==> config.mk <==
export PLATFORM = sky130hd
export DESIGN_NAME = rc_frame_channel_scaler
export DESIGN_NICKNAME = d
export VERILOG_FILES = /design/src/rcfcs_pkg.sv /design/src/rcfcs_div.sv /design/src/rc_frame_channel_scaler.sv
export SDC_FILE = /design/constraint.sdc
export NUM_CORES = 1
export LEC_CHECK = 0
export BUFFER_PORTS_ARGS = -buffer_cell sky130_fd_sc_hd__buf_2
export CAP_MARGIN = 40
export CELL_PAD_IN_SITES_DETAIL_PLACEMENT = 1
export CELL_PAD_IN_SITES_GLOBAL_PLACEMENT = 1
export CORE_MARGIN = 1.5
export CORE_UTILIZATION = 55
export CTS_BUF_LIST = sky130_fd_sc_hd__clkbuf_16
export CTS_CLUSTER_DIAMETER = 80
export DETAILED_ROUTE_END_ITERATION = 7
export PLACE_DENSITY = 0.88
export SETUP_SLACK_MARGIN = 0.15
export SYNTH_ARGS = -nofsm -noshare
export SYNTH_HDL_FRONTEND = slang
export SYNTH_SLANG_ARGS = --single-unit
==> constraint.sdc <==
create_clock -name clk -period 13.3 [get_ports clk]
set_clock_uncertainty 0.1 [all_clocks]
set_input_delay 2.66 -clock clk [delete_from_list [all_inputs] [get_ports clk]]
set_output_delay 2.66 -clock clk [all_outputs]
set_load 0.005 [all_outputs]
==> src/rcfcs_pkg.sv <==
package rcfcs_pkg;

  localparam int FRAME_LENGTH_DEF  = 32;
  localparam int FRACTION_BITS_DEF = 8;

  localparam int RAW_W         = 16;
  localparam int SPAN_W        = 11;
  localparam int SUM_W         = 21;
  localparam int VAL_W         = 19;
  localparam int CH_COUNT      = 8;
  localparam int CH_AW         = 3;
  localparam int CH_FIRST_BYTE = 2;
  localparam int CH_LAST_BYTE  = CH_FIRST_BYTE + 2 * CH_COUNT - 1;

  localparam int STICK_W    = 16;
  localparam int THROTTLE_W = 19;
  localparam int SWITCH_W   = 9;
  localparam int OUT_DATA_W = 104;

  localparam int STICK_SPAN    = 200;
  localparam int THROTTLE_SPAN = 2000;
  localparam int SWITCH_SPAN   = 1;
  localparam int STICK_OFFSET  = 100;

  localparam int CFG_AW = 3;
  localparam logic [CFG_AW-1:0] REG_STICK_MIN    = 3'd0;
  localparam logic [CFG_AW-1:0] REG_STICK_MAX    = 3'd1;
  localparam logic [CFG_AW-1:0] REG_THROTTLE_MIN = 3'd2;
  localparam logic [CFG_AW-1:0] REG_THROTTLE_MAX = 3'd3;
  localparam logic [CFG_AW-1:0] REG_SWITCH_MIN   = 3'd4;
  localparam logic [CFG_AW-1:0] REG_SWITCH_MAX   = 3'd5;

  localparam logic [RAW_W-1:0] STICK_MIN_RST    = 16'd4000;
  localparam logic [RAW_W-1:0] STICK_MAX_RST    = 16'd56000;
  localparam logic [RAW_W-1:0] THROTTLE_MIN_RST = 16'd4800;
  localparam logic [RAW_W-1:0] THROTTLE_MAX_RST = 16'd56000;
  localparam logic [RAW_W-1:0] SWITCH_MIN_RST   = 16'd55000;
  localparam logic [RAW_W-1:0] SWITCH_MAX_RST   = 16'd58000;

  typedef enum logic [1:0] {
    CLS_STICK,
    CLS_THROTTLE,
    CLS_SWITCH
  } ch_class_t;

  function automatic ch_class_t ch_class(input logic [CH_AW-1:0] ch);
    ch_class_t c;
    if (ch == 3'd2) begin
      c = CLS_THROTTLE;
    end else if (ch[2]) begin
      c = CLS_SWITCH;
    end else begin
      c = CLS_STICK;
    end
    return c;
  endfunction

endpackage

==> src/rcfcs_div.sv <==
module rcfcs_div #(
  parameter int DW  = 37,
  parameter int DVW = 17,
  parameter int QW  = 19
) (
  input  logic           clk,
  input  logic           rst_n,
  input  logic           start,
  input  logic [DW-1:0]  dividend,
  input  logic [DVW-1:0] divisor,
  output logic           done,
  output logic [QW-1:0]  quotient
);

  localparam int CW = $clog2(DW + 1);

  logic           busy_r;
  logic           done_r;
  logic [CW-1:0]  cnt_r;
  logic [DVW-1:0] rem_r;
  logic [DVW-1:0] div_r;
  logic [DW-1:0]  dvd_r;
  logic [QW-1:0]  quo_r;

  logic [DVW:0]   sh;
  logic [DVW:0]   diff;
  logic           ge;

  always_comb begin
    sh   = {rem_r, dvd_r[DW-1]};
    diff = sh - {1'b0, div_r};
    ge   = !diff[DVW];
  end

  always_ff @(posedge clk) begin
    if (!rst_n) begin
      busy_r <= 1'b0;
      done_r <= 1'b0;
      cnt_r  <= '0;
    end else begin
      done_r <= 1'b0;
      if (start) begin
        busy_r <= 1'b1;
        cnt_r  <= '0;
      end else if (busy_r) begin
        if (cnt_r == CW'(DW - 1)) begin
          busy_r <= 1'b0;
          done_r <= 1'b1;
        end
        cnt_r <= cnt_r + 1'b1;
      end
    end
  end

  always_ff @(posedge clk) begin
    if (start) begin
      rem_r <= '0;
      div_r <= divisor;
      dvd_r <= dividend;
      quo_r <= '0;
    end else if (busy_r) begin
      rem_r <= ge ? diff[DVW-1:0] : sh[DVW-1:0];
      dvd_r <= {dvd_r[DW-2:0], 1'b0};
      quo_r <= {quo_r[QW-2:0], ge};
    end
  end

  assign done     = done_r;
  assign quotient = quo_r;

endmodule

==> src/rc_frame_channel_scaler.sv <==
// rc_frame_channel_scaler
// Receives RC receiver frames one byte per transfer on the in_ channel
// (in_tdata = byte, in_tuser = frame start flag). Channels one to eight are
// taken from bytes 2..17 as little-endian words and kept in an 8-entry
// channel memory. Bytes outside an open frame are dropped without a result.
// Ordinary bytes are taken at one per cycle while the sequencer is idle. The
// last byte of a frame starts the scaling sequencer: each channel is read
// from memory, clamped to its configured raw span, multiplied and divided by
// a shared restoring divider that retires one quotient bit per cycle.
// in_tready stays low from the frame end until the output register takes it.
// The result (eight scaled channels on out_tdata, the change flag on
// out_tuser) lands in an output register; the next frame's bytes are taken
// while it waits. If the receiver still holds the previous result when a new
// one is ready, the sequencer waits, and so does the input.
// Configuration registers are written through cfg_wr_en / cfg_addr /
// cfg_wdata while no frame end is being processed; the user must keep to
// this, since the block itself does not enforce it.
// Reset (rst_n low, synchronous) closes any open frame, clears the stored
// sum, drops a pending result and loads the default raw spans.
module rc_frame_channel_scaler #(
  parameter int FRAME_LENGTH  = rcfcs_pkg::FRAME_LENGTH_DEF,
  parameter int FRACTION_BITS = rcfcs_pkg::FRACTION_BITS_DEF
) (
  input  logic                              clk,
  input  logic                              rst_n,
  input  logic                              in_tvalid,
  output logic                              in_tready,
  input  logic [7:0]                        in_tdata,   // rx_byte
  input  logic [0:0]                        in_tuser,   // frame_start
  output logic                              out_tvalid,
  input  logic                              out_tready,
  // stick_one_q8, stick_two_q8, throttle_q8, stick_four_q8,
  // switch_one_q8 .. switch_four_q8, zero pad
  output logic [rcfcs_pkg::OUT_DATA_W-1:0]  out_tdata,
  output logic [0:0]                        out_tuser,  // changed
  input  logic                              cfg_wr_en,
  input  logic [rcfcs_pkg::CFG_AW-1:0]      cfg_addr,
  input  logic [rcfcs_pkg::RAW_W-1:0]       cfg_wdata
);

  localparam int PW     = $clog2(FRAME_LENGTH);
  localparam int RW     = rcfcs_pkg::RAW_W;
  localparam int SW     = rcfcs_pkg::SPAN_W;
  localparam int QW     = SW + FRACTION_BITS;
  localparam int PROD_W = RW + SW;
  localparam int DW     = PROD_W + FRACTION_BITS + 2;
  localparam int DVW    = RW + 1;
  localparam int SUMW   = rcfcs_pkg::SUM_W;
  localparam int VW     = rcfcs_pkg::VAL_W;
  localparam int STICK_BASE = rcfcs_pkg::STICK_OFFSET << FRACTION_BITS;

  localparam logic [2:0] ST_IDLE = 3'd0;
  localparam logic [2:0] ST_RD   = 3'd1;
  localparam logic [2:0] ST_PREP = 3'd2;
  localparam logic [2:0] ST_MUL  = 3'd3;
  localparam logic [2:0] ST_GO   = 3'd4;
  localparam logic [2:0] ST_DIV  = 3'd5;
  localparam logic [2:0] ST_ACC  = 3'd6;
  localparam logic [2:0] ST_FIN  = 3'd7;

  logic [2:0]    state_r, state_nxt;
  logic [PW-1:0] pos_r;
  logic          in_frame_r;
  logic [7:0]    low_hold_r;

  logic [RW-1:0] stick_min_r, stick_max_r;
  logic [RW-1:0] thr_min_r, thr_max_r;
  logic [RW-1:0] sw_min_r, sw_max_r;

  logic [RW-1:0] mem [rcfcs_pkg::CH_COUNT];
  logic [RW-1:0] rd_data_r;

  logic [rcfcs_pkg::CH_AW-1:0] ch_r;
  logic [RW-1:0]     num_r, den_r;
  logic [SW-1:0]     span_r;
  logic              empty_r;
  logic [PROD_W-1:0] prod_r;
  logic [SUMW-1:0]   sum_r, last_sum_r;
  logic [VW-1:0]     val_r [rcfcs_pkg::CH_COUNT];

  logic                         out_tvalid_r;
  logic [rcfcs_pkg::OUT_DATA_W-1:0] out_tdata_r;
  logic                         out_changed_r;

  // byte intake
  logic          in_fire, start, active, is_ch, is_last;
  logic [PW-1:0] p, k;
  logic          mem_we;

  always_comb begin
    in_fire = in_tvalid && in_tready;
    start   = in_tuser[0];
    active  = start || in_frame_r;
    p       = start ? '0 : pos_r;
    k       = p - PW'(rcfcs_pkg::CH_FIRST_BYTE);
    is_ch   = (p >= PW'(rcfcs_pkg::CH_FIRST_BYTE)) && (p <= PW'(rcfcs_pkg::CH_LAST_BYTE));
    is_last = (p == PW'(FRAME_LENGTH - 1));
    mem_we  = in_fire && active && is_ch && k[0];
  end

  // channel prep
  rcfcs_pkg::ch_class_t cls;
  logic [RW-1:0] lo, hi, vc;
  logic [SW-1:0] span;

  always_comb begin
    cls = rcfcs_pkg::ch_class(ch_r);
    unique case (cls)
      rcfcs_pkg::CLS_THROTTLE: begin
        lo   = thr_min_r;
        hi   = thr_max_r;
        span = SW'(rcfcs_pkg::THROTTLE_SPAN);
      end
      rcfcs_pkg::CLS_SWITCH: begin
        lo   = sw_min_r;
        hi   = sw_max_r;
        span = SW'(rcfcs_pkg::SWITCH_SPAN);
      end
      default: begin
        lo   = stick_min_r;
        hi   = stick_max_r;
        span = SW'(rcfcs_pkg::STICK_SPAN);
      end
    endcase
    if (rd_data_r < lo) begin
      vc = lo;
    end else if (rd_data_r > hi) begin
      vc = hi;
    end else begin
      vc = rd_data_r;
    end
  end

  // divider
  logic          div_start, div_done;
  logic [DW-1:0] div_dividend;
  logic [DVW-1:0] div_divisor;
  logic [QW-1:0] div_q;

  assign div_start    = (state_r == ST_GO);
  assign div_dividend = DW'({prod_r, {(FRACTION_BITS + 1){1'b0}}}) + DW'(den_r);
  assign div_divisor  = {den_r, 1'b0};

  rcfcs_div #(
    .DW  (DW),
    .DVW (DVW),
    .QW  (QW)
  ) u_div (
    .clk      (clk),
    .rst_n    (rst_n),
    .start    (div_start),
    .dividend (div_dividend),
    .divisor  (div_divisor),
    .done     (div_done),
    .quotient (div_q)
  );

  logic [QW-1:0]   q_off;
  logic [SUMW-1:0] val;
  logic            fin_go;

  always_comb begin
    q_off = empty_r ? '0 : div_q;
    if (rcfcs_pkg::ch_class(ch_r) == rcfcs_pkg::CLS_STICK) begin
      val = SUMW'(q_off) - SUMW'(STICK_BASE);
    end else begin
      val = SUMW'(q_off);
    end
    fin_go = !out_tvalid_r || out_tready;
  end

  always_comb begin
    state_nxt = state_r;
    unique case (state_r)
      ST_IDLE: if (in_fire && active && is_last) state_nxt = ST_RD;
      ST_RD:   state_nxt = ST_PREP;
      ST_PREP: state_nxt = ST_MUL;
      ST_MUL:  state_nxt = ST_GO;
      ST_GO:   state_nxt = ST_DIV;
      ST_DIV:  if (div_done) state_nxt = ST_ACC;
      ST_ACC:  state_nxt = (ch_r == '1) ? ST_FIN : ST_RD;
      ST_FIN:  if (fin_go) state_nxt = ST_IDLE;
      default: state_nxt = ST_IDLE;
    endcase
  end

  assign in_tready = (state_r == ST_IDLE);

  // control state
  always_ff @(posedge clk) begin
    if (!rst_n) begin
      state_r      <= ST_IDLE;
      pos_r        <= '0;
      in_frame_r   <= 1'b0;
      ch_r         <= '0;
      last_sum_r   <= '0;
      out_tvalid_r <= 1'b0;
      stick_min_r  <= rcfcs_pkg::STICK_MIN_RST;
      stick_max_r  <= rcfcs_pkg::STICK_MAX_RST;
      thr_min_r    <= rcfcs_pkg::THROTTLE_MIN_RST;
      thr_max_r    <= rcfcs_pkg::THROTTLE_MAX_RST;
      sw_min_r     <= rcfcs_pkg::SWITCH_MIN_RST;
      sw_max_r     <= rcfcs_pkg::SWITCH_MAX_RST;
    end else begin
      state_r <= state_nxt;
      if (cfg_wr_en) begin
        unique case (cfg_addr)
          rcfcs_pkg::REG_STICK_MIN:    stick_min_r <= cfg_wdata;
          rcfcs_pkg::REG_STICK_MAX:    stick_max_r <= cfg_wdata;
          rcfcs_pkg::REG_THROTTLE_MIN: thr_min_r   <= cfg_wdata;
          rcfcs_pkg::REG_THROTTLE_MAX: thr_max_r   <= cfg_wdata;
          rcfcs_pkg::REG_SWITCH_MIN:   sw_min_r    <= cfg_wdata;
          rcfcs_pkg::REG_SWITCH_MAX:   sw_max_r    <= cfg_wdata;
          default: ;
        endcase
      end
      if (in_fire && active) begin
        if (is_last) begin
          in_frame_r <= 1'b0;
          pos_r      <= '0;
          ch_r       <= '0;
        end else begin
          in_frame_r <= 1'b1;
          pos_r      <= p + 1'b1;
        end
      end
      if (state_r == ST_ACC) begin
        ch_r <= ch_r + 1'b1;
      end
      if (state_r == ST_FIN && fin_go) begin
        out_tvalid_r <= 1'b1;
        last_sum_r   <= sum_r;
      end else if (out_tvalid_r && out_tready) begin
        out_tvalid_r <= 1'b0;
      end
    end
  end

  // channel memory
  always_ff @(posedge clk) begin
    if (mem_we) begin
      mem[k[rcfcs_pkg::CH_AW:1]] <= {in_tdata, low_hold_r};
    end
    rd_data_r <= mem[ch_r];
  end

  // datapath
  always_ff @(posedge clk) begin
    if (in_fire && active && is_ch && !k[0]) begin
      low_hold_r <= in_tdata;
    end
    if (in_fire && active && is_last) begin
      sum_r <= '0;
    end
    if (state_r == ST_PREP) begin
      num_r   <= vc - lo;
      den_r   <= hi - lo;
      empty_r <= (hi <= lo);
      span_r  <= span;
    end
    if (state_r == ST_MUL) begin
      prod_r <= PROD_W'(num_r) * PROD_W'(span_r);
    end
    if (state_r == ST_ACC) begin
      val_r[ch_r] <= val[VW-1:0];
      sum_r       <= sum_r + val;
    end
    if (state_r == ST_FIN && fin_go) begin
      out_tdata_r <= {
        1'b0,
        val_r[7][rcfcs_pkg::SWITCH_W-1:0],
        val_r[6][rcfcs_pkg::SWITCH_W-1:0],
        val_r[5][rcfcs_pkg::SWITCH_W-1:0],
        val_r[4][rcfcs_pkg::SWITCH_W-1:0],
        val_r[3][rcfcs_pkg::STICK_W-1:0],
        val_r[2][rcfcs_pkg::THROTTLE_W-1:0],
        val_r[1][rcfcs_pkg::STICK_W-1:0],
        val_r[0][rcfcs_pkg::STICK_W-1:0]
      };
      out_changed_r <= (sum_r != last_sum_r);
    end
  end

  assign out_tvalid   = out_tvalid_r;
  assign out_tdata    = out_tdata_r;
  assign out_tuser[0] = out_changed_r;

endmodule

==> results.md <==
- The number of warnings reported in the yosys synthesis log is 0.
- In this run, the number of DRC markers left after iteration 0 of detailed routing was 1613.
- The die is 249 um wide.
- Input and output buffers added on the ports amount to 138.
- The class of the most critical hold timing path is flop to flop.
- The run finished with clean final reports.
- For the worst setup path, the data required time is 13.59 ns.
- The die area is 62200 sq um.
- The H-tree depth reported by CTS is 3.
- Global routing used 30.8% of the available tracks.
- After synthesis, the most frequently instantiated cells are sky130_fd_sc_hd__edfxtp_1 (481), sky130_fd_sc_hd__nand2_1 (437), sky130_fd_sc_hd__ha_1 (218).
- The placed instances occupy a cell area of 35100 sq um.
- Once the clock tree was built, the resizer swapped 0 gates to a different size.
- The setup total negative slack is 0 ns.
- The via count of the first global-routing pass is 25740.
- In this run the remaining antenna-violating nets after routing total 0.
- The wire length of the first global-routing pass is 147 mm.
- Entering global routing, the biggest net connects 103 pins.
- The detailed-route vias per instance is 5.97.
- Summed over all cells, the static leakage comes to 14.8 nW.
- The post-detailed-route wirelength per cell is 24.6 um.
- The non-filler instance count after layout is 3852.
- Counting distinct cell types in the post-synthesis netlist gives 74.
- The average cell area after synthesis is 11.6 sq um.
- The total count of max-transition violations in the final report came to 0.
- The top achievable clock speed is 145 MHz.
- The worst setup path is captured at a flop.
- The repair_antennas step left the layout with diodes totalling 0.
- sky130_fd_sc_hd__edfxtp_1 takes more of the synthesized area than any other cell.
- The floorplan step set the die height to 249 um.
- Setup repair after global routing left no endpoint under its margin.
- Counting every instance in the synthesized netlist gives 2872.
- The total of hold buffers inserted after clock tree synthesis is 0.
- Setup violations remaining at the end of the flow were counted as 0.
- The part of the cycle the worst path needs is 51.9%.
- The share of synthesized area in the top cell type comes to 43.3%.
- In the final layout, the share of cells above drive strength 1 is 11.9%.
- Of all nets on the critical path, the largest fanout is 35.
- Measured against its own limit, the worst slew margin works out to 36.9%.
- The first-pass iteration count of the detailed router is 5.
- After floorplanning, the core was sized to cover 60100 sq um.
- On the final layout, the worst hold slack is 0.297 ns.
- The floorplan has 90 rows.
- Compared with the post-synthesis result, the final layout area differs by 12.5%.
- The clock network latency to the later pin of the worst-skew pair is 0.66 ns.
- For this design the top-level I/O count stands at 140.
- The hold violation count in the final report came to 0.
- The most used flip-flop cell after synthesis is sky130_fd_sc_hd__edfxtp_1.
- The HPWL after detailed placement is 63.9 mm.
- The effective utilization at floorplan is 55.5%.
- The total number of nets in the final design is 3342.
- The cell at the root of the clock tree is sky130_fd_sc_hd__clkbuf_16.
- For this block, the via count after detailed routing is 22984.
- The net count after synthesis is 3202.
- After synthesis, flip-flops and latches occupy 54.7% of the total area.
- The placer's final routability congestion estimate is 0.881.
- The number of antenna violations at the first check in global routing is 0.
- Max-cap violations in this run came to 0.
- The number of buffers added for setup after CTS is 0.
- The post-placement cell count is 3720.
- The number of clock sinks is 671.
- Wires add up to 94.9 mm.
- TritonCTS built the clock tree.
- In the synthesized netlist the async set-or-reset flop fraction comes to 0%.
- In the routed design, unresolved DRC markers number 0.
- The final non-filler cell area is 37500 sq um.
- For this run the aggregate overflow at the end of global routing stands at 0.
- The worst voltage drop across the vdd grid is 0.152 mV.
- Clock-pin slew was measured on the worst setup and hold paths at 0.06 ns.
- Dividing total power by cell area gives a power density of 147 nW/um^2.
- The critical setup path kind is flop to flop.
- The synthesized cell area is 33400 sq um.
- The flop and latch count out of synthesis is 671.
- In the post-synthesis netlist, the cell with the most instances is sky130_fd_sc_hd__edfxtp_1.
- The register-to-register setup slack is 6.39 ns.
- The number of buffers created by CTS is 72.
- The smallest clock period supported by the final layout is computed as 6.91 ns.
- In this run, synthesis inferred 481 flip-flops with an integrated enable.
- For the pin with the worst max-slew slack, the measured transition is 0.947 ns.
- After synthesis, the cell types taking the most area are sky130_fd_sc_hd__edfxtp_1 (43%), sky130_fd_sc_hd__dfxtp_1 (11%), sky130_fd_sc_hd__ha_1 (8.2%), sky130_fd_sc_hd__nand2_1 (4.9%), sky130_fd_sc_hd__fa_1 (4.7%).
- The startpoint type of the worst setup path is a flop.
- Cells fill 62.4% of the core in the end.
- The worst endpoint data arrival time is 7.19 ns.
- The clock passes through at most 3 buffers.
[final timing paths]
check / cells after the start / end / start
setup / recovery: 25 / num_r[15] / ch_r[1]
hold / removal: 0 / out_tdata[49] / val_r[2][17]
hold reg to reg: 0 / out_tdata[49] / val_r[2][17]
setup reg to reg: 25 / num_r[15] / ch_r[1]
[logic make-up after synthesis]
| logic type | share of synthesized area (%) |
|---|---|
| AOI/OAI and AO/OA | 8.34 |
| xor gates and xnor gates | 3.49 |
| adders and majority gates | 12.9 |
| buffers and inverters | 3.67 |
| DFF | 54.7 |
| muxes | 4.78 |
| other | 0.0112 |
| and+or+nand+nor | 12.1 |
[through the flow]
| step | setup slack (ns) | power, W |
|---|---|---|
| finish | 6.39 | 0.00550 |
| global route | 5.80 | 0.00573 |
| CTS | 6.41 | 0.00553 |
| global placement | 6.59 | 0.00335 |
| detailed placement | 6.47 | 0.00342 |
| floorplan | 6.61 | 0.00316 |
[where the power goes]
part / internal (W) / switching, W / total [W]
Clock: 0.00120 / 0.000895 / 0.00210
Combinational: 0.000450 / 0.000629 / 0.00108
Sequential: 0.00230 / 0.0000311 / 0.00233
[final cells by class]
type	instances	area [sq um]
Inverter	215	810
Multi-Input combinational cell	1878	14000
Clock buffer	75	1880
Sequential cell	671	18300
Fill cell	6098	22600
Clock inverter	57	618
Timing Repair Buffer	174	1020
Tap cell	782	978
[state kept, by name, indices dropped and copies added (netlist names), 5 cells and up]
| name | cells |
|---|---|
| thr_max_r | 16 |
| u_div.dvd_r | 37 |
| prod_r | 27 |
| sw_max_r | 16 |
| mem | 128 |
| pos_r | 5 |
| stick_min_r | 16 |
| low_hold_r | 8 |
| last_sum_r | 21 |
| out_tdata | 103 |
| sw_min_r | 16 |
| stick_max_r | 16 |
| u_div.div_r | 16 |
| u_div.quotient | 19 |
| thr_min_r | 16 |
| num_r | 16 |
| sum_r | 21 |
| val_r | 103 |
| u_div.rem_r | 17 |
| rd_data_r | 16 |
| den_r | 16 |
| u_div.cnt_r | 6 |
[routing by layer]
layer	global-route usage, %	up-vias	routed length, um
li1	-	10322	-
met1	33.8	11674	35100
met2	58.5	726	51500
met3	4.86	262	4300
met4	13.3	0	4100
met5	0	-	0
[layout by cell type (no fill, tap or decap), drive strengths merged, types with 85 or more instances in the layout]
cell	count
a21boi	96
a21oi	104
buf	174
dfxtp	190
edfxtp	481
ha	218
inv	234
nand2	437
nand3	85
nor2	137
o21ai	115
[critical path, cell delays in order, from the launching register on]
cell	delay (ns)
sky130_fd_sc_hd__dfxtp_1	0.31
sky130_fd_sc_hd__buf_4	0.45
sky130_fd_sc_hd__ha_2	0.29
sky130_fd_sc_hd__buf_4	0.53
sky130_fd_sc_hd__mux2i_1	0.16
sky130_fd_sc_hd__o21ai_0	0.38
sky130_fd_sc_hd__inv_1	0.17
sky130_fd_sc_hd__ha_1	0.32
sky130_fd_sc_hd__nor2b_1	0.14
sky130_fd_sc_hd__o21a_1	0.16
sky130_fd_sc_hd__o21ai_0	0.19
sky130_fd_sc_hd__a21oi_1	0.10
sky130_fd_sc_hd__nor4b_1	0.37
sky130_fd_sc_hd__nor2_1	0.21
sky130_fd_sc_hd__buf_4	0.24
sky130_fd_sc_hd__mux2i_1	0.14
sky130_fd_sc_hd__a21oi_1	0.31
sky130_fd_sc_hd__ha_1	0.30
sky130_fd_sc_hd__a21o_1	0.16
sky130_fd_sc_hd__a21oi_1	0.21
sky130_fd_sc_hd__o21bai_1	0.13
sky130_fd_sc_hd__a31o_2	0.28
sky130_fd_sc_hd__a41o_1	0.23
sky130_fd_sc_hd__o41ai_1	0.38
sky130_fd_sc_hd__o21ai_0	0.20
sky130_fd_sc_hd__xnor2_1	0.16
No activity file was read; power rests on OpenSTA's default activity.
